==> config.mk <==
export PLATFORM = sky130hd
export DESIGN_NAME = multi_client_queue_stack_server
export DESIGN_NICKNAME = d
export VERILOG_FILES = /design/src/mcqs_pkg.sv /design/src/mcqs_ram.sv /design/src/mcqs_lane.sv /design/src/mcqs_out_fifo.sv /design/src/multi_client_queue_stack_server.sv
export SDC_FILE = /design/constraint.sdc
export NUM_CORES = 2
export LEC_CHECK = 0
export ABC_CLOCK_PERIOD_IN_PS = 24600
export BUFFER_PORTS_ARGS = -buffer_cell sky130_fd_sc_hd__buf_2
export CAP_MARGIN = 25
export CORE_UTILIZATION = 55
export CTS_CLUSTER_DIAMETER = 50
export DETAILED_ROUTE_END_ITERATION = 10
export HOLD_SLACK_MARGIN = 0.12
export PLACE_DENSITY = 0.8
export SYNTH_ARGS = -nofsm -noshare
export SYNTH_HDL_FRONTEND = slang
export SYNTH_SLANG_ARGS = --single-unit
export TNS_END_PERCENT = 1
==> constraint.sdc <==
create_clock -name i_clk -period 24.6 [get_ports i_clk]
set_input_delay 4.92 -clock i_clk [delete_from_list [all_inputs] [get_ports i_clk]]
set_output_delay 4.92 -clock i_clk [all_outputs]
set_load 0.1 [all_outputs]
==> src/mcqs_pkg.sv <==
package mcqs_pkg;

    localparam int unsigned DEF_MACHINES    = 8;
    localparam int unsigned DEF_QUEUE_DEPTH = 16;
    localparam int unsigned DEF_STACK_DEPTH = 16;

    localparam int unsigned CFG_W     = 5;
    localparam int unsigned CFG_IDX_W = 2;
    localparam int unsigned CMD_W     = 2;
    localparam int unsigned ID_W      = 4;
    localparam int unsigned LIM_W     = 5;
    localparam int unsigned ITEM_W    = 8;
    localparam int unsigned NRES_W    = 2;

    localparam logic [ID_W-1:0]  RST_MACHINE_COUNT = 4'd8;
    localparam logic [LIM_W-1:0] RST_LIMIT         = 5'd16;

    // result buffer
    localparam int unsigned OQ_DEPTH = 4;
    localparam int unsigned OQ_PW    = 2;
    localparam int unsigned OQ_CW    = 3;

    typedef enum logic [CMD_W-1:0] {
        CMD_ENQ   = 2'd0,
        CMD_PUSH  = 2'd1,
        CMD_SEND  = 2'd2,
        CMD_SERVE = 2'd3
    } t_cmd;

    typedef enum logic [1:0] {
        ERR_QFULL = 2'd0,
        ERR_SFULL = 2'd1,
        ERR_EMPTY = 2'd2
    } t_err;

    typedef enum logic [CFG_IDX_W-1:0] {
        CFG_MACHINE_COUNT      = 2'd0,
        CFG_CLIENT_QUEUE_LIMIT = 2'd1,
        CFG_CLIENT_STACK_LIMIT = 2'd2,
        CFG_SERVER_QUEUE_LIMIT = 2'd3
    } t_cfg_idx;

    typedef struct packed {
        logic tgt;
        logic srv;
        logic push;
        logic pop_s;
        logic enq;
        logic pop_q;
        logic app;
    } t_lane_op;

    typedef struct packed {
        logic [ID_W-1:0]   log_machine;
        logic              is_error;
        t_err              error_code;
        logic [ITEM_W-1:0] logged_item;
        logic              last;
    } t_result;

endpackage

==> src/mcqs_ram.sv <==
module mcqs_ram #(
    parameter int unsigned WIDTH = 8,
    parameter int unsigned DEPTH = 16,
    parameter int unsigned AW    = (DEPTH > 1) ? $clog2(DEPTH) : 1
) (
    input  logic             i_clk,
    input  logic             i_we,
    input  logic [AW-1:0]    i_waddr,
    input  logic [WIDTH-1:0] i_wdata,
    input  logic             i_re,
    input  logic [AW-1:0]    i_raddr,
    output logic [WIDTH-1:0] o_rdata
);

    logic [WIDTH-1:0] r_mem [DEPTH];
    logic [WIDTH-1:0] r_rdata;

    // read returns the old contents on a same-address write
    always_ff @(posedge i_clk) begin
        if (i_we) begin
            r_mem[i_waddr] <= i_wdata;
        end
        if (i_re) begin
            r_rdata <= r_mem[i_raddr];
        end
    end

    assign o_rdata = r_rdata;

endmodule

==> src/mcqs_lane.sv <==
module mcqs_lane #(
    parameter int unsigned QUEUE_DEPTH = mcqs_pkg::DEF_QUEUE_DEPTH,
    parameter int unsigned STACK_DEPTH = mcqs_pkg::DEF_STACK_DEPTH,
    parameter int unsigned QCW = $clog2(QUEUE_DEPTH + 1),
    parameter int unsigned SCW = $clog2(STACK_DEPTH + 1),
    parameter int unsigned QW  = (QUEUE_DEPTH > 1) ? $clog2(QUEUE_DEPTH) : 1
) (
    input  logic                 i_clk,
    input  logic                 i_rst_n,
    input  mcqs_pkg::t_lane_op   i_op,
    output logic [SCW-1:0]       o_scnt,
    output logic [QCW-1:0]       o_qcnt,
    output logic [QW-1:0]        o_qhead,
    output logic [QW-1:0]        o_qtail
);
    import mcqs_pkg::*;

    logic [SCW-1:0] r_scnt, n_scnt;
    logic [QCW-1:0] r_qcnt, n_qcnt;
    logic [QW-1:0]  r_qhead, n_qhead;
    logic [QW:0]    tail_sum;
    logic           q_inc, q_dec, s_inc, s_dec;

    always_comb begin
        q_inc = (i_op.tgt && i_op.enq) || (i_op.srv && i_op.app);
        q_dec = i_op.tgt && i_op.pop_q;
        s_inc = i_op.tgt && i_op.push;
        s_dec = i_op.tgt && i_op.pop_s;
    end

    always_comb begin
        n_qcnt = r_qcnt;
        if (q_inc && !q_dec) begin
            n_qcnt = r_qcnt + QCW'(1);
        end else if (q_dec && !q_inc) begin
            n_qcnt = r_qcnt - QCW'(1);
        end
        n_scnt = r_scnt;
        if (s_inc) begin
            n_scnt = r_scnt + SCW'(1);
        end else if (s_dec) begin
            n_scnt = r_scnt - SCW'(1);
        end
        n_qhead = r_qhead;
        if (q_dec) begin
            n_qhead = (r_qhead == QW'(QUEUE_DEPTH - 1)) ? '0 : r_qhead + QW'(1);
        end
    end

    always_ff @(posedge i_clk) begin
        if (!i_rst_n) begin
            r_scnt  <= '0;
            r_qcnt  <= '0;
            r_qhead <= '0;
        end else begin
            r_scnt  <= n_scnt;
            r_qcnt  <= n_qcnt;
            r_qhead <= n_qhead;
        end
    end

    // head plus count, wrapped once
    always_comb begin
        tail_sum = {1'b0, r_qhead} + (QW+1)'(r_qcnt);
        if (tail_sum >= (QW+1)'(QUEUE_DEPTH)) begin
            tail_sum = tail_sum - (QW+1)'(QUEUE_DEPTH);
        end
    end

    assign o_scnt  = r_scnt;
    assign o_qcnt  = r_qcnt;
    assign o_qhead = r_qhead;
    assign o_qtail = tail_sum[QW-1:0];

endmodule

==> src/mcqs_out_fifo.sv <==
module mcqs_out_fifo (
    input  logic                          i_clk,
    input  logic                          i_rst_n,
    input  logic [mcqs_pkg::NRES_W-1:0]   i_push_n,
    input  mcqs_pkg::t_result             i_e0,
    input  mcqs_pkg::t_result             i_e1,
    output logic                          o_room,
    output logic                          o_valid,
    input  logic                          i_stall,
    output mcqs_pkg::t_result             o_head
);
    import mcqs_pkg::*;

    t_result            r_mem [OQ_DEPTH];
    logic [OQ_PW-1:0]   r_wp, r_rp;
    logic [OQ_CW-1:0]   r_cnt;
    logic               pop;

    assign o_valid = (r_cnt != '0);
    assign pop     = o_valid && !i_stall;
    assign o_room  = (r_cnt <= OQ_CW'(OQ_DEPTH - 2));
    assign o_head  = r_mem[r_rp];

    always_ff @(posedge i_clk) begin
        if (!i_rst_n) begin
            r_wp  <= '0;
            r_rp  <= '0;
            r_cnt <= '0;
        end else begin
            r_wp  <= r_wp + OQ_PW'(i_push_n);
            r_rp  <= r_rp + OQ_PW'(pop);
            r_cnt <= r_cnt + OQ_CW'(i_push_n) - OQ_CW'(pop);
        end
    end

    always_ff @(posedge i_clk) begin
        if (i_push_n != '0) begin
            r_mem[r_wp] <= i_e0;
        end
        if (i_push_n == NRES_W'(2)) begin
            r_mem[r_wp + OQ_PW'(1)] <= i_e1;
        end
    end

endmodule

==> src/multi_client_queue_stack_server.sv <==
// channel   | valid        | stall        | payload
// ----------+--------------+--------------+---------------------------------------------
// command   | i_in_valid   | o_in_stall   | i_command, i_client, i_item
// log       | o_out_valid  | i_out_stall  | o_log_machine, o_is_error, o_error_code,
//           |              |              | o_logged_item, o_last
// config    | i_cfg_we     | -            | i_cfg_index, i_cfg_data
//
// one command per cycle enters while the result buffer holds two or fewer entries
// a command reaches the result buffer through the input register,
// then the result stage with the memory read; log entries leave one per cycle unless stalled
// a taken item sent to a full server queue gives two entries; the log port sets the rate
// reset clears all counts and loads the register defaults; the stores are not cleared
// o_in_stall rises only from result buffer occupancy, never from i_in_valid
module multi_client_queue_stack_server #(
    parameter int unsigned MACHINES    = mcqs_pkg::DEF_MACHINES,
    parameter int unsigned QUEUE_DEPTH = mcqs_pkg::DEF_QUEUE_DEPTH,
    parameter int unsigned STACK_DEPTH = mcqs_pkg::DEF_STACK_DEPTH
) (
    input  logic                           i_clk,
    input  logic                           i_rst_n,
    input  logic                           i_cfg_we,
    input  logic [mcqs_pkg::CFG_IDX_W-1:0] i_cfg_index,
    input  logic [mcqs_pkg::CFG_W-1:0]     i_cfg_data,
    input  logic                           i_in_valid,
    output logic                           o_in_stall,
    input  logic [mcqs_pkg::CMD_W-1:0]     i_command,
    input  logic [mcqs_pkg::ID_W-1:0]      i_client,
    input  logic [mcqs_pkg::ITEM_W-1:0]    i_item,
    output logic                           o_out_valid,
    input  logic                           i_out_stall,
    output logic [mcqs_pkg::ID_W-1:0]      o_log_machine,
    output logic                           o_is_error,
    output logic [1:0]                     o_error_code,
    output logic [mcqs_pkg::ITEM_W-1:0]    o_logged_item,
    output logic                           o_last
);
    import mcqs_pkg::*;

    localparam int unsigned MW   = (MACHINES > 1) ? $clog2(MACHINES) : 1;
    localparam int unsigned QW   = (QUEUE_DEPTH > 1) ? $clog2(QUEUE_DEPTH) : 1;
    localparam int unsigned SW   = (STACK_DEPTH > 1) ? $clog2(STACK_DEPTH) : 1;
    localparam int unsigned QCW  = $clog2(QUEUE_DEPTH + 1);
    localparam int unsigned SCW  = $clog2(STACK_DEPTH + 1);
    localparam int unsigned QLW  = (QCW > LIM_W) ? QCW : LIM_W;
    localparam int unsigned SLW  = (SCW > LIM_W) ? SCW : LIM_W;
    localparam int unsigned QAW  = MW + QW;
    localparam int unsigned SAW  = MW + SW;
    localparam int unsigned QRAM_DEPTH = 1 << QAW;
    localparam int unsigned SRAM_DEPTH = 1 << SAW;
    localparam logic [ID_W-1:0] MC_CAP = ID_W'((MACHINES < 15) ? MACHINES : 15);

    // configuration
    logic [ID_W-1:0]  r_mc;
    logic [LIM_W-1:0] r_cq_lim, r_cs_lim, r_sq_lim;

    always_ff @(posedge i_clk) begin
        if (!i_rst_n) begin
            r_mc     <= RST_MACHINE_COUNT;
            r_cq_lim <= RST_LIMIT;
            r_cs_lim <= RST_LIMIT;
            r_sq_lim <= RST_LIMIT;
        end else if (i_cfg_we) begin
            unique case (t_cfg_idx'(i_cfg_index))
                CFG_MACHINE_COUNT:      r_mc     <= i_cfg_data[ID_W-1:0];
                CFG_CLIENT_QUEUE_LIMIT: r_cq_lim <= i_cfg_data[LIM_W-1:0];
                CFG_CLIENT_STACK_LIMIT: r_cs_lim <= i_cfg_data[LIM_W-1:0];
                CFG_SERVER_QUEUE_LIMIT: r_sq_lim <= i_cfg_data[LIM_W-1:0];
                default:                r_mc     <= r_mc;
            endcase
        end
    end

    logic go;
    t_result fifo_head;

    // input register
    logic              r_b_valid;
    t_cmd              r_b_cmd;
    logic [ID_W-1:0]   r_b_client;
    logic [ITEM_W-1:0] r_b_item;

    always_ff @(posedge i_clk) begin
        if (!i_rst_n) begin
            r_b_valid <= 1'b0;
        end else if (go) begin
            r_b_valid <= i_in_valid;
        end
    end

    always_ff @(posedge i_clk) begin
        if (go) begin
            r_b_cmd    <= t_cmd'(i_command);
            r_b_client <= i_client;
            r_b_item   <= i_item;
        end
    end

    // decode
    logic [ID_W-1:0] n_eff, srv4, tgt4;
    logic [MW-1:0]   tgt_idx, srv_idx;
    logic            id_ok, is_serve, ok, tgt_is_srv;

    always_comb begin
        if (r_mc == '0) begin
            n_eff = ID_W'(1);
        end else if (r_mc > MC_CAP) begin
            n_eff = MC_CAP;
        end else begin
            n_eff = r_mc;
        end
        srv4       = n_eff - ID_W'(1);
        is_serve   = (r_b_cmd == CMD_SERVE);
        id_ok      = (r_b_client != '0) && (r_b_client <= n_eff);
        tgt4       = is_serve ? srv4 : r_b_client - ID_W'(1);
        tgt_idx    = MW'(tgt4);
        srv_idx    = MW'(srv4);
        tgt_is_srv = (tgt4 == srv4);
        ok         = r_b_valid && go && (is_serve || id_ok);
    end

    // per-machine counters
    logic [SCW-1:0] l_scnt  [MACHINES];
    logic [QCW-1:0] l_qcnt  [MACHINES];
    logic [QW-1:0]  l_qhead [MACHINES];
    logic [QW-1:0]  l_qtail [MACHINES];
    t_lane_op       lane_op [MACHINES];

    logic [SCW-1:0] t_scnt;
    logic [QCW-1:0] t_qcnt, s_qcnt, s_after;
    logic [QW-1:0]  t_qhead, t_qtail, s_qtail;

    always_comb begin
        t_scnt  = '0;
        t_qcnt  = '0;
        t_qhead = '0;
        t_qtail = '0;
        s_qcnt  = '0;
        s_qtail = '0;
        for (int i = 0; i < MACHINES; i++) begin
            if (tgt_idx == MW'(i)) begin
                t_scnt  = t_scnt  | l_scnt[i];
                t_qcnt  = t_qcnt  | l_qcnt[i];
                t_qhead = t_qhead | l_qhead[i];
                t_qtail = t_qtail | l_qtail[i];
            end
            if (srv_idx == MW'(i)) begin
                s_qcnt  = s_qcnt  | l_qcnt[i];
                s_qtail = s_qtail | l_qtail[i];
            end
        end
    end

    logic [LIM_W-1:0] lim_t;
    logic q_full_t, s_full_t, full_srv;
    logic pop_s_raw, pop_q_raw, took_raw;
    logic do_enq, do_push, pop_s, pop_q, empty, app, app_err, is_send;

    always_comb begin
        lim_t     = tgt_is_srv ? r_sq_lim : r_cq_lim;
        q_full_t  = (t_qcnt >= QCW'(QUEUE_DEPTH)) || (QLW'(t_qcnt) >= QLW'(lim_t));
        s_full_t  = (t_scnt >= SCW'(STACK_DEPTH)) || (SLW'(t_scnt) >= SLW'(r_cs_lim));
        pop_s_raw = (t_scnt != '0);
        pop_q_raw = (t_scnt == '0) && (t_qcnt != '0);
        took_raw  = pop_s_raw || pop_q_raw;
        s_after   = (tgt_is_srv && pop_q_raw) ? s_qcnt - QCW'(1) : s_qcnt;
        full_srv  = (s_after >= QCW'(QUEUE_DEPTH)) || (QLW'(s_after) >= QLW'(r_sq_lim));
        is_send   = (r_b_cmd == CMD_SEND);
        do_enq    = ok && (r_b_cmd == CMD_ENQ) && !q_full_t;
        do_push   = ok && (r_b_cmd == CMD_PUSH) && !s_full_t;
        pop_s     = ok && (is_send || is_serve) && pop_s_raw;
        pop_q     = ok && (is_send || is_serve) && pop_q_raw;
        empty     = ok && (is_send || is_serve) && !took_raw;
        app       = ok && is_send && took_raw && !full_srv;
        app_err   = ok && is_send && took_raw && full_srv;
    end

    for (genvar g = 0; g < MACHINES; g++) begin : g_lane
        always_comb begin
            lane_op[g].tgt   = (tgt_idx == MW'(g));
            lane_op[g].srv   = (srv_idx == MW'(g));
            lane_op[g].push  = do_push;
            lane_op[g].pop_s = pop_s;
            lane_op[g].enq   = do_enq;
            lane_op[g].pop_q = pop_q;
            lane_op[g].app   = app;
        end

        mcqs_lane #(
            .QUEUE_DEPTH (QUEUE_DEPTH),
            .STACK_DEPTH (STACK_DEPTH)
        ) u_lane (
            .i_clk   (i_clk),
            .i_rst_n (i_rst_n),
            .i_op    (lane_op[g]),
            .o_scnt  (l_scnt[g]),
            .o_qcnt  (l_qcnt[g]),
            .o_qhead (l_qhead[g]),
            .o_qtail (l_qtail[g])
        );
    end

    // result stage registers
    logic [NRES_W-1:0] r_c_nres, n_nres;
    logic [ID_W-1:0]   r_c_m0, r_c_srv_log;
    logic              r_c_err0, r_c_from_s, r_c_fwd, r_c_use_got;
    t_err              r_c_code0, n_code0;
    logic [ITEM_W-1:0] r_c_fwd_data, r_c_item;
    logic              r_c_we_q, r_c_we_s;
    logic [QAW-1:0]    r_c_waddr_q, n_waddr_q, raddr_q;
    logic [SAW-1:0]    r_c_waddr_s, n_waddr_s, raddr_s;
    logic [ITEM_W-1:0] rd_q, rd_s, got, c_wdata_q;
    logic              n_fwd;

    always_comb begin
        n_nres  = '0;
        n_code0 = ERR_EMPTY;
        if (ok) begin
            unique case (r_b_cmd)
                CMD_ENQ: begin
                    n_nres  = q_full_t ? NRES_W'(1) : '0;
                    n_code0 = ERR_QFULL;
                end
                CMD_PUSH: begin
                    n_nres  = s_full_t ? NRES_W'(1) : '0;
                    n_code0 = ERR_SFULL;
                end
                CMD_SEND, CMD_SERVE: begin
                    n_nres  = app_err ? NRES_W'(2) : NRES_W'(1);
                    n_code0 = ERR_EMPTY;
                end
                default: n_nres = '0;
            endcase
        end
        n_waddr_q = do_enq ? {tgt_idx, t_qtail} : {srv_idx, s_qtail};
        n_waddr_s = {tgt_idx, SW'(t_scnt)};
        raddr_q   = {tgt_idx, t_qhead};
        raddr_s   = {tgt_idx, SW'(t_scnt - SCW'(1))};
        // a write still pending in the result stage must reach this read
        n_fwd     = (pop_s && r_c_we_s && (r_c_waddr_s == raddr_s))
                 || (pop_q && r_c_we_q && (r_c_waddr_q == raddr_q));
    end

    always_comb begin
        if (r_c_fwd) begin
            got = r_c_fwd_data;
        end else begin
            got = r_c_from_s ? rd_s : rd_q;
        end
        c_wdata_q = r_c_use_got ? got : r_c_item;
    end

    always_ff @(posedge i_clk) begin
        if (!i_rst_n) begin
            r_c_nres <= '0;
            r_c_we_q <= 1'b0;
            r_c_we_s <= 1'b0;
        end else if (go) begin
            r_c_nres <= n_nres;
            r_c_we_q <= do_enq || app;
            r_c_we_s <= do_push;
        end
    end

    always_ff @(posedge i_clk) begin
        if (go) begin
            r_c_m0       <= tgt4 + ID_W'(1);
            r_c_srv_log  <= n_eff;
            r_c_err0     <= empty || !(pop_s || pop_q);
            r_c_code0    <= n_code0;
            r_c_from_s   <= pop_s;
            r_c_fwd      <= n_fwd;
            r_c_fwd_data <= pop_s ? r_c_item : c_wdata_q;
            r_c_use_got  <= app;
            r_c_waddr_q  <= n_waddr_q;
            r_c_waddr_s  <= n_waddr_s;
            r_c_item     <= r_b_item;
        end
    end

    mcqs_ram #(
        .WIDTH (ITEM_W),
        .DEPTH (QRAM_DEPTH)
    ) u_queue_ram (
        .i_clk   (i_clk),
        .i_we    (r_c_we_q && go),
        .i_waddr (r_c_waddr_q),
        .i_wdata (c_wdata_q),
        .i_re    (pop_q),
        .i_raddr (raddr_q),
        .o_rdata (rd_q)
    );

    mcqs_ram #(
        .WIDTH (ITEM_W),
        .DEPTH (SRAM_DEPTH)
    ) u_stack_ram (
        .i_clk   (i_clk),
        .i_we    (r_c_we_s && go),
        .i_waddr (r_c_waddr_s),
        .i_wdata (r_c_item),
        .i_re    (pop_s),
        .i_raddr (raddr_s),
        .o_rdata (rd_s)
    );

    // result entries
    t_result e0, e1;
    logic [NRES_W-1:0] push_n;

    always_comb begin
        e0.log_machine = r_c_m0;
        e0.is_error    = r_c_err0;
        e0.error_code  = r_c_err0 ? r_c_code0 : ERR_QFULL;
        e0.logged_item = r_c_err0 ? '0 : got;
        e0.last        = (r_c_nres == NRES_W'(1));
        e1.log_machine = r_c_srv_log;
        e1.is_error    = 1'b1;
        e1.error_code  = ERR_QFULL;
        e1.logged_item = '0;
        e1.last        = 1'b1;
        push_n         = go ? r_c_nres : '0;
    end

    mcqs_out_fifo u_out_fifo (
        .i_clk    (i_clk),
        .i_rst_n  (i_rst_n),
        .i_push_n (push_n),
        .i_e0     (e0),
        .i_e1     (e1),
        .o_room   (go),
        .o_valid  (o_out_valid),
        .i_stall  (i_out_stall),
        .o_head   (fifo_head)
    );

    assign o_in_stall    = !go;
    assign o_log_machine = fifo_head.log_machine;
    assign o_is_error    = fifo_head.is_error;
    assign o_error_code  = fifo_head.error_code;
    assign o_logged_item = fifo_head.logged_item;
    assign o_last        = fifo_head.last;

`ifndef SYNTHESIS
    a_one_queue_write: assert property (@(posedge i_clk) disable iff (!i_rst_n)
        !(do_enq && app))
        else $error("enqueue and server append in one cycle");

    a_take_one_way: assert property (@(posedge i_clk) disable iff (!i_rst_n)
        $onehot0({pop_s, pop_q, empty}))
        else $error("take resolved more than one way");

    a_two_results_shape: assert property (@(posedge i_clk) disable iff (!i_rst_n)
        (r_c_nres == NRES_W'(2)) |-> (!r_c_err0 && !r_c_we_q))
        else $error("second entry without a logged item or with an append");

    a_count_bound: assert property (@(posedge i_clk) disable iff (!i_rst_n)
        r_b_valid |-> ((t_qcnt <= QCW'(QUEUE_DEPTH)) && (t_scnt <= SCW'(STACK_DEPTH))))
        else $error("machine count beyond depth");

    a_hold_on_stall: assert property (@(posedge i_clk) disable iff (!i_rst_n)
        !go |=> ($stable(r_b_valid) && $stable(r_c_nres) && $stable(r_c_we_q)))
        else $error("pipeline moved while stalled");
`endif

endmodule

# Word level (Yosys, flattened, before mapping)
# Memories as Yosys holds them, arrays and structs flattened. A register that Yosys moved wholly into a read port is not among the register bits.
# Index checks and enable logic that the tools add are counted.
# W data, S select, Z words.
dict set report totals {
  ff_bits 201
  ram_bits 2112
  input_bits 26
  out_inout_bits 18
  elab_cells 487
  memories 3
}
# name depth word_bits read_ports rd_ports_with_merged_regs write_ports line_no
set memory_table {}
lappend memory_table {u_queue_ram.r_mem 128 8 1 1 1 mcqs_ram.sv:15} ;# logic [WIDTH-1:0] r_mem [DEPTH];
lappend memory_table {u_stack_ram.r_mem 128 8 1 1 1 mcqs_ram.sv:15}
lappend memory_table {u_out_fifo.r_mem 4 16 1 1 2 mcqs_out_fifo.sv:14} ;# t_result r_mem [OQ_DEPTH];
dict set report classes {
  addsub 66
  n_lt_le_gt_ge 17
  eq_ne 33
  muxes 124
  n_bitwise 42
  n_reduce_logical 153
}
# op count
set op_table {}
lappend op_table {{$mux W5} 58}
lappend op_table {{$mux W4} 43}
lappend op_table {{$or A5 B5 Y5} 21}
lappend op_table {{$sub A5 B1 Y5 const B} 17}
lappend op_table {{$or A4 B4 Y4} 21}
lappend op_table {{$add A5 B1 Y5 const B} 16}
lappend op_table {{$logic_and A1 B1 Y1} 80}
lappend op_table {{$ge A5 B5 Y1 const B} 11}
lappend op_table {{$sub A4 B1 Y4 const B} 11}
lappend op_table {{$add A4 B5 Y5} 8}
lappend op_table {{$mux W8} 5}
lappend op_table {{$add A4 B1 Y4 const B} 9}
lappend op_table {{$reduce_bool A2 Y1} 17}
lappend op_table {{$eq A4 B4 Y1 const B} 8}
lappend op_table {{$eq A3 B3 Y1 const B} 8}
lappend op_table {{$logic_not A1 Y1} 23}
lappend op_table {{$logic_or A1 B1 Y1} 18}
lappend op_table {{$ge A5 B5 Y1} 3}
lappend op_table {{$eq A7 B7 Y1} 2}
lappend op_table {{$eq A3 B2 Y1 const B} 4}
lappend op_table {{$pmux W2 S3} 2}
lappend op_table {{$eq A2 B2 Y1 const B} 5}
lappend op_table {{$mux W1} 10}
lappend op_table {{$mux W2} 5}
lappend op_table {{other kinds (21)} 30}

# Logic depth before layout (Yosys ltp)
dict set report depth {
  depth_word 35
  mapped_depth 42
  depth_no_buf 34
}

# Modules after synthesis
# A second synthesis with hierarchy kept.
dict set report hier_totals {
  hier_cells 4942
  hier_area_um2 96998.0
}
# mod instances cells_each area_per_inst_um2 seq_area_each_um2
set modules_own_cells {}
lappend modules_own_cells {mcqs_ram 2 1635 39745.6 30989.7}
lappend modules_own_cells {mcqs_lane 8 104 977.2 280.3}
lappend modules_own_cells {multi_client_queue_stack_server 1 636 6100.9 2222.1}
lappend modules_own_cells {mcqs_out_fifo 1 204 3588.4 2062.0}

# Worst setup path before layout
# OpenSTA, ideal clock, no wires.
dict set report synth_path {
  kind {register to output}
  startpoint {register u_out_fifo.r_cnt[1]}
  endpoint {output port o_in_stall}
  arrival_time_ns 3.444
  required_time_ns 19.680
  path_slack_ns 16.236
  path_stages_with_launch 4
  n_path_buf 1
  path_cell_list {dfxtp_1 > a21oi_1 > clkbuf_1 > inv_1}
}
dict set report synth_between {
  elab_chain_len 2
}
# element line_no
set synth_lines {}
lappend synth_lines {{start, declared} mcqs_out_fifo.sv:16} ;# logic [OQ_CW-1:0] r_cnt;
lappend synth_lines {{start signal, assigned} mcqs_out_fifo.sv:32} ;# r_cnt <= r_cnt + OQ_CW'(i_push_n) - OQ_CW'(pop);
lappend synth_lines {{$le A3 B2 Y1} mcqs_out_fifo.sv:21} ;# assign o_room = (r_cnt <= OQ_CW'(OQ_DEPTH - 2));
lappend synth_lines {{$logic_not A1 Y1} multi_client_queue_stack_server.sv:336} ;# assign o_in_stall = !go;
lappend synth_lines {{end, declared} multi_client_queue_stack_server.sv:25} ;# output logic o_in_stall,
# No other way between the ends.

# Final worst setup path
dict set report layout_path {
  startpoint {register r_mc[2]}
  endpoint {register u_queue_ram.r_rdata[1] (netlist: u_queue_ram.o_rdata[1]), read port of u_queue_ram.r_mem, data pin}
}
dict set report layout_between {
  elab_chain_len 24
  word_cells_on_any_way 68
  classes_between {1 x add/sub; 2 x order compare; 7 x eq/ne; 27 x mux; 21 x bitwise; 10 x reduce/logical}
}
# element line_no
set layout_lines {}
lappend layout_lines {{start, declared} multi_client_queue_stack_server.sv:53} ;# logic [ID_W-1:0] r_mc;
lappend layout_lines {{start signal, assigned} multi_client_queue_stack_server.sv:64} ;# CFG_MACHINE_COUNT: r_mc <= i_cfg_data[ID_W-1:0];
lappend layout_lines {{start signal, assigned} multi_client_queue_stack_server.sv:68} ;# default: r_mc <= r_mc;
lappend layout_lines {{$gt A4 B4 Y1} multi_client_queue_stack_server.sv:106} ;# end else if (r_mc > MC_CAP) begin
lappend layout_lines {{$mux W4} multi_client_queue_stack_server.sv:106}
lappend layout_lines {{$mux W4 (*)} multi_client_queue_stack_server.sv:104} ;# if (r_mc == '0) begin
lappend layout_lines {{$sub A4 B1 Y4} multi_client_queue_stack_server.sv:111} ;# srv4 = n_eff - ID_W'(1);
lappend layout_lines {{$mux W4} multi_client_queue_stack_server.sv:114} ;# tgt4 = is_serve ? srv4 : r_b_client - ID_W'(1);
lappend layout_lines {{$logic_not A3 Y1} multi_client_queue_stack_server.sv:140} ;# if (tgt_idx == MW'(i)) begin
lappend layout_lines {{$mux W5} multi_client_queue_stack_server.sv:140}
lappend layout_lines {{$or A5 B5 Y5 (on tied branches)} {multi_client_queue_stack_server.sv:141, multi_client_queue_stack_server.sv:142}}
lappend layout_lines {{[... 8 more ...]} n/a}
lappend layout_lines {{$mux W5} multi_client_queue_stack_server.sv:140}
lappend layout_lines {{$or A5 B5 Y5 (on tied branches)} {multi_client_queue_stack_server.sv:141, multi_client_queue_stack_server.sv:142}}
lappend layout_lines {{$mux W5} multi_client_queue_stack_server.sv:140}
lappend layout_lines {{$or A5 B5 Y5 (on tied branches)} {multi_client_queue_stack_server.sv:141, multi_client_queue_stack_server.sv:142}}
lappend layout_lines {{$mux W5} multi_client_queue_stack_server.sv:140}
lappend layout_lines {{$logic_not A5 Y1 / $reduce_bool A5 Y1 (equally long branches)} multi_client_queue_stack_server.sv:163} ;# pop_q_raw = (t_scnt == '0) && (t_qcnt != '0);
lappend layout_lines {{$logic_and A1 B1 Y1} multi_client_queue_stack_server.sv:163}
lappend layout_lines {{$logic_and A1 B1 Y1} multi_client_queue_stack_server.sv:171} ;# pop_q = ok && (is_send || is_serve) && pop_q_raw;
lappend layout_lines {{end, declared} mcqs_ram.sv:16} ;# logic [WIDTH-1:0] r_rdata;
# Mark *: on every way between the ends. The rest lies on a longest branch, timed or not.
# A chain may end at the register's enable or synchronous reset.

==> flow_metrics.py <==
metrics = {
    "run_status": {
        "status": "completed",
    },
    "global_route": {
        "grt_pass1_wl_mm": 377,
        "overflow": 0,
        "grt_max_degree": 120,
        "grt_usage": 0.282,
        "antenna_found_initial": 8,
        "grt_pass1_vias": 57900,
    },
    "detailed_routing": {
        "drt_first_iter_violations": 9397,
        "first_pass_iters": 9,
        "wl_per_cell_um": 28.6,
        "drc": 0,
        "viasPerCell": 6.61,
        "routed_wl_mm": 256,
        "vias": 59100,
        "ant_nets": 0,
    },
    "setup_path": {
        "path_max_fanout": 65,
        "critPathArrivalTime_ps": 10780,
        "crit_type": "register to register",
        "crit_required_ps": 25310,
        "cp-end-kind": "register",
        "startpoint_type": "register",
    },
    "sta": {
        "worstMarginPinSlew_ps": 1240,
        "fin_tns_setup_ps": 0,
        "drv_slew": 0,
        "fin_crit_sh": 0.409,
        "clock_skew_ps": 65.6,
        "slew_headroom": 0.163,
        "finalHoldViolations": 0,
        "clock.fmax_mhz": 99.3,
        "whs_ps": 419,
        "setup_viol": 0,
        "rsz0062_at_grt": "false",
        "period_needed_ps": 10070,
    },
    "floorplanning": {
        "ios": 44,
        "die_h_um": 422,
        "coreArea_mm2": 0.175,
        "die_w_um": 422,
        "start_util": 0.556,
        "row_count": 153,
        "die_area_mm2": 0.178,
    },
    "clocking": {
        "htree_levels": 4,
        "ctsResizeCount": 0,
        "clock_path_buffers": 3,
        "cts_tree": "built",
        "cts.sinks": 2329,
        "cts_inserted_buffers": 223,
        "hold_buffers": 0,
        "clkTransAtPathRegs_ps": 70,
        "cts_setup_buffers": 0,
        "clock_latency_ps": 890,
        "cts_root_buf": "clkbuf_16",
    },
    "synthesis": {
        "syn-num-nets": 6589,
        "synth_edf_count": 2138,
        "synthArstFlopShare": 0,
        "synth_area_mm2": 0.0971,
        "yosysMostFrequentCell": "edfxtp_1",
        "ys_seq_elements": 2329,
        "synth_flop_cell": "edfxtp_1",
        "synth.yosys.seq_area_share": 0.700,
        "yosys-top-cells-count": "edfxtp_1, nand2_1, nor2_1",
        "yosysWarnings": 0,
        "syn_avg_cell_area_um2": 15.2,
        "netlist.top_cell.by_area": "edfxtp_1",
        "synth_top_area_frac": 0.661,
        "syn_inst": 6411,
        "synth_area_leaders": "edfxtp_1, mux4_2, dfxtp_1",
        "synth.distinct_cells": 84,
    },
    "placement": {
        "gp_congestion": 0.949,
        "port_buffers": 43,
        "place_hpwl_mm": 151,
    },
    "finish": {
        "syn_to_final_growth_pct": 10.5,
        "nets": 6605,
        "layout-drive-gt1-share": 0.140,
    },
    "power": {
        "finalPower_w": 0.0134,
        "powerDensity_mw_per_mm2": 124,
        "power.static_leakage_nw": 35.6,
        "ir_worst_vdd_v": 0.000174,
    },
    "flow_run": {
        "drv_cap": 0,
    },
    "min_path": {
        "worstHoldPathType": "register to register",
    },
}
cell families after synthesis:
family / count (synthesis) / share of synthesized area
and+or+nand+nor: 1980 / 0.0900
AOI/OAI and AO/OA: 876 / 0.0627
xor gates and xnor gates: 124 / 0.0114
adders and majority gates: 152 / 0.0215
DFF: 2329 / 0.700
muxes: 501 / 0.0947
buffers and inverters: 449 / 0.0194
per-layer routing:
metal | track usage | routed length, um | share of wire
met1 | 0.380 | 92400 | 0.36
met2 | 0.445 | 121000 | 0.47
met3 | 0.0610 | 30000 | 0.12
met4 | 0.121 | 11900 | 0.047
met5 | 0 | 79 | 0.00031
worst paths after layout:
| check | startpoint | end | slack [ps] | cells past startpoint |
|---|---|---|---|---|
| setup / recovery | r_mc[2]$_SDFFE_PN0P_ | u_queue_ram.o_rdata[1]$_DFFE_PP_ | 14530 | 23 |
| hold / removal | r_b_item[3]$_DFFE_PN_ | r_c_item[3]$_DFFE_PN_ | 420 | 0 |
| setup reg to reg | r_mc[2]$_SDFFE_PN0P_ | u_queue_ram.o_rdata[1]$_DFFE_PP_ | 14530 | 23 |
| hold reg to reg | r_b_item[3]$_DFFE_PN_ | r_c_item[3]$_DFFE_PN_ | 420 | 0 |
stage by stage:
step / setup WS, ps / instance area, um2 / cells / utilization
6_report: 14530 / 107000 / 8939 / 0.615
5_1_grt: 14160 / 107000 / 8939 / 0.615
3_3_place_gp: 14950 / 99600 / 8505 / 0.571
2_1_floorplan: 16240 / 97100 / 6411 / -
4_1_cts: 14610 / 107000 / 8918 / 0.613
3_5_place_dp: 14630 / 99700 / 8507 / 0.571
state kept, by name, summed over array words and instances, names as in the netlist, 3 cells and up:
| name | count |
|---|---|
| r_b_item | 8 |
| r_c_waddr_q | 7 |
| r_c_srv_log | 4 |
| r_cs_lim | 5 |
| r_c_m0 | 4 |
| u_queue_ram.r_mem | 1024 |
| u_queue_ram.o_rdata | 8 |
| r_cq_lim | 5 |
| u_out_fifo.r_mem | 64 |
| g_lane.u_lane.o_scnt | 40 |
| u_stack_ram.o_rdata | 8 |
| g_lane.u_lane.o_qhead | 32 |
| u_out_fifo.r_cnt | 3 |
| r_c_fwd_data | 8 |
| r_c_waddr_s | 7 |
| r_sq_lim | 5 |
| r_b_client | 4 |
| r_c_item | 8 |
| r_mc | 4 |
| g_lane.u_lane.o_qcnt | 40 |
| u_stack_ram.r_mem | 1024 |
cell type report:
cell class,instances,area [um2]
sequential,2329,68000
fill,12000,67200
multi-input combinational,3633,27400
clock buffer,271,5820
tap,2325,2910
clock inverter,140,1460
timing repair buffer,163,1460
inverter,77,297
antenna,1,2.50
worst max-delay path: stages (launching register included):
cell and delay (ps):
dfxtp_1 420, nor2_1 90, o21ai_1 540, ha_1 380
xnor2_2 140, buf_4 360, a21o_2 680, buf_4 530
ha_1 230, buf_4 310, a22oi_1 170, and2_1 230
a21oi_4 290, buf_4 660, buf_4 790, buf_4 720
buf_4 630, buf_4 840, mux2i_1 230, o221a_2 300
o21ai_0 210, o211ai_1 130, or4_1 660, a32oi_1 240
where the power goes:
part / switching (W) / internal, W / total [W] / leakage [nW]
clock network: 0.00152 / 0.00192 / 0.00344 / 3.55
registers: 0.0000900 / 0.00499 / 0.00508 / 20.8
logic: 0.00332 / 0.00151 / 0.00484 / 11.2
layout by cell type, fill, tap and decap left out, drive strengths merged, types with 37 or more instances in the layout:
| master | count |
|---|---|
| a211oi | 70 |
| a21boi | 78 |
| a21o | 45 |
| a21oi | 123 |
| a31oi | 85 |
| and2 | 55 |
| and3 | 89 |
| buf | 161 |
| clkbuf | 273 |
| clkinv | 96 |
| dfxtp | 191 |
| edfxtp | 2138 |
| ha | 127 |
| inv | 92 |
| mux2i | 144 |
| mux4 | 332 |
| nand2 | 987 |
| nand3 | 281 |
| nand4 | 54 |
| nor2 | 345 |
| nor2b | 50 |
| o21ai | 183 |
| o22ai | 37 |
| xnor2 | 90 |
Note: power is estimated with default switching activity, not from simulation.
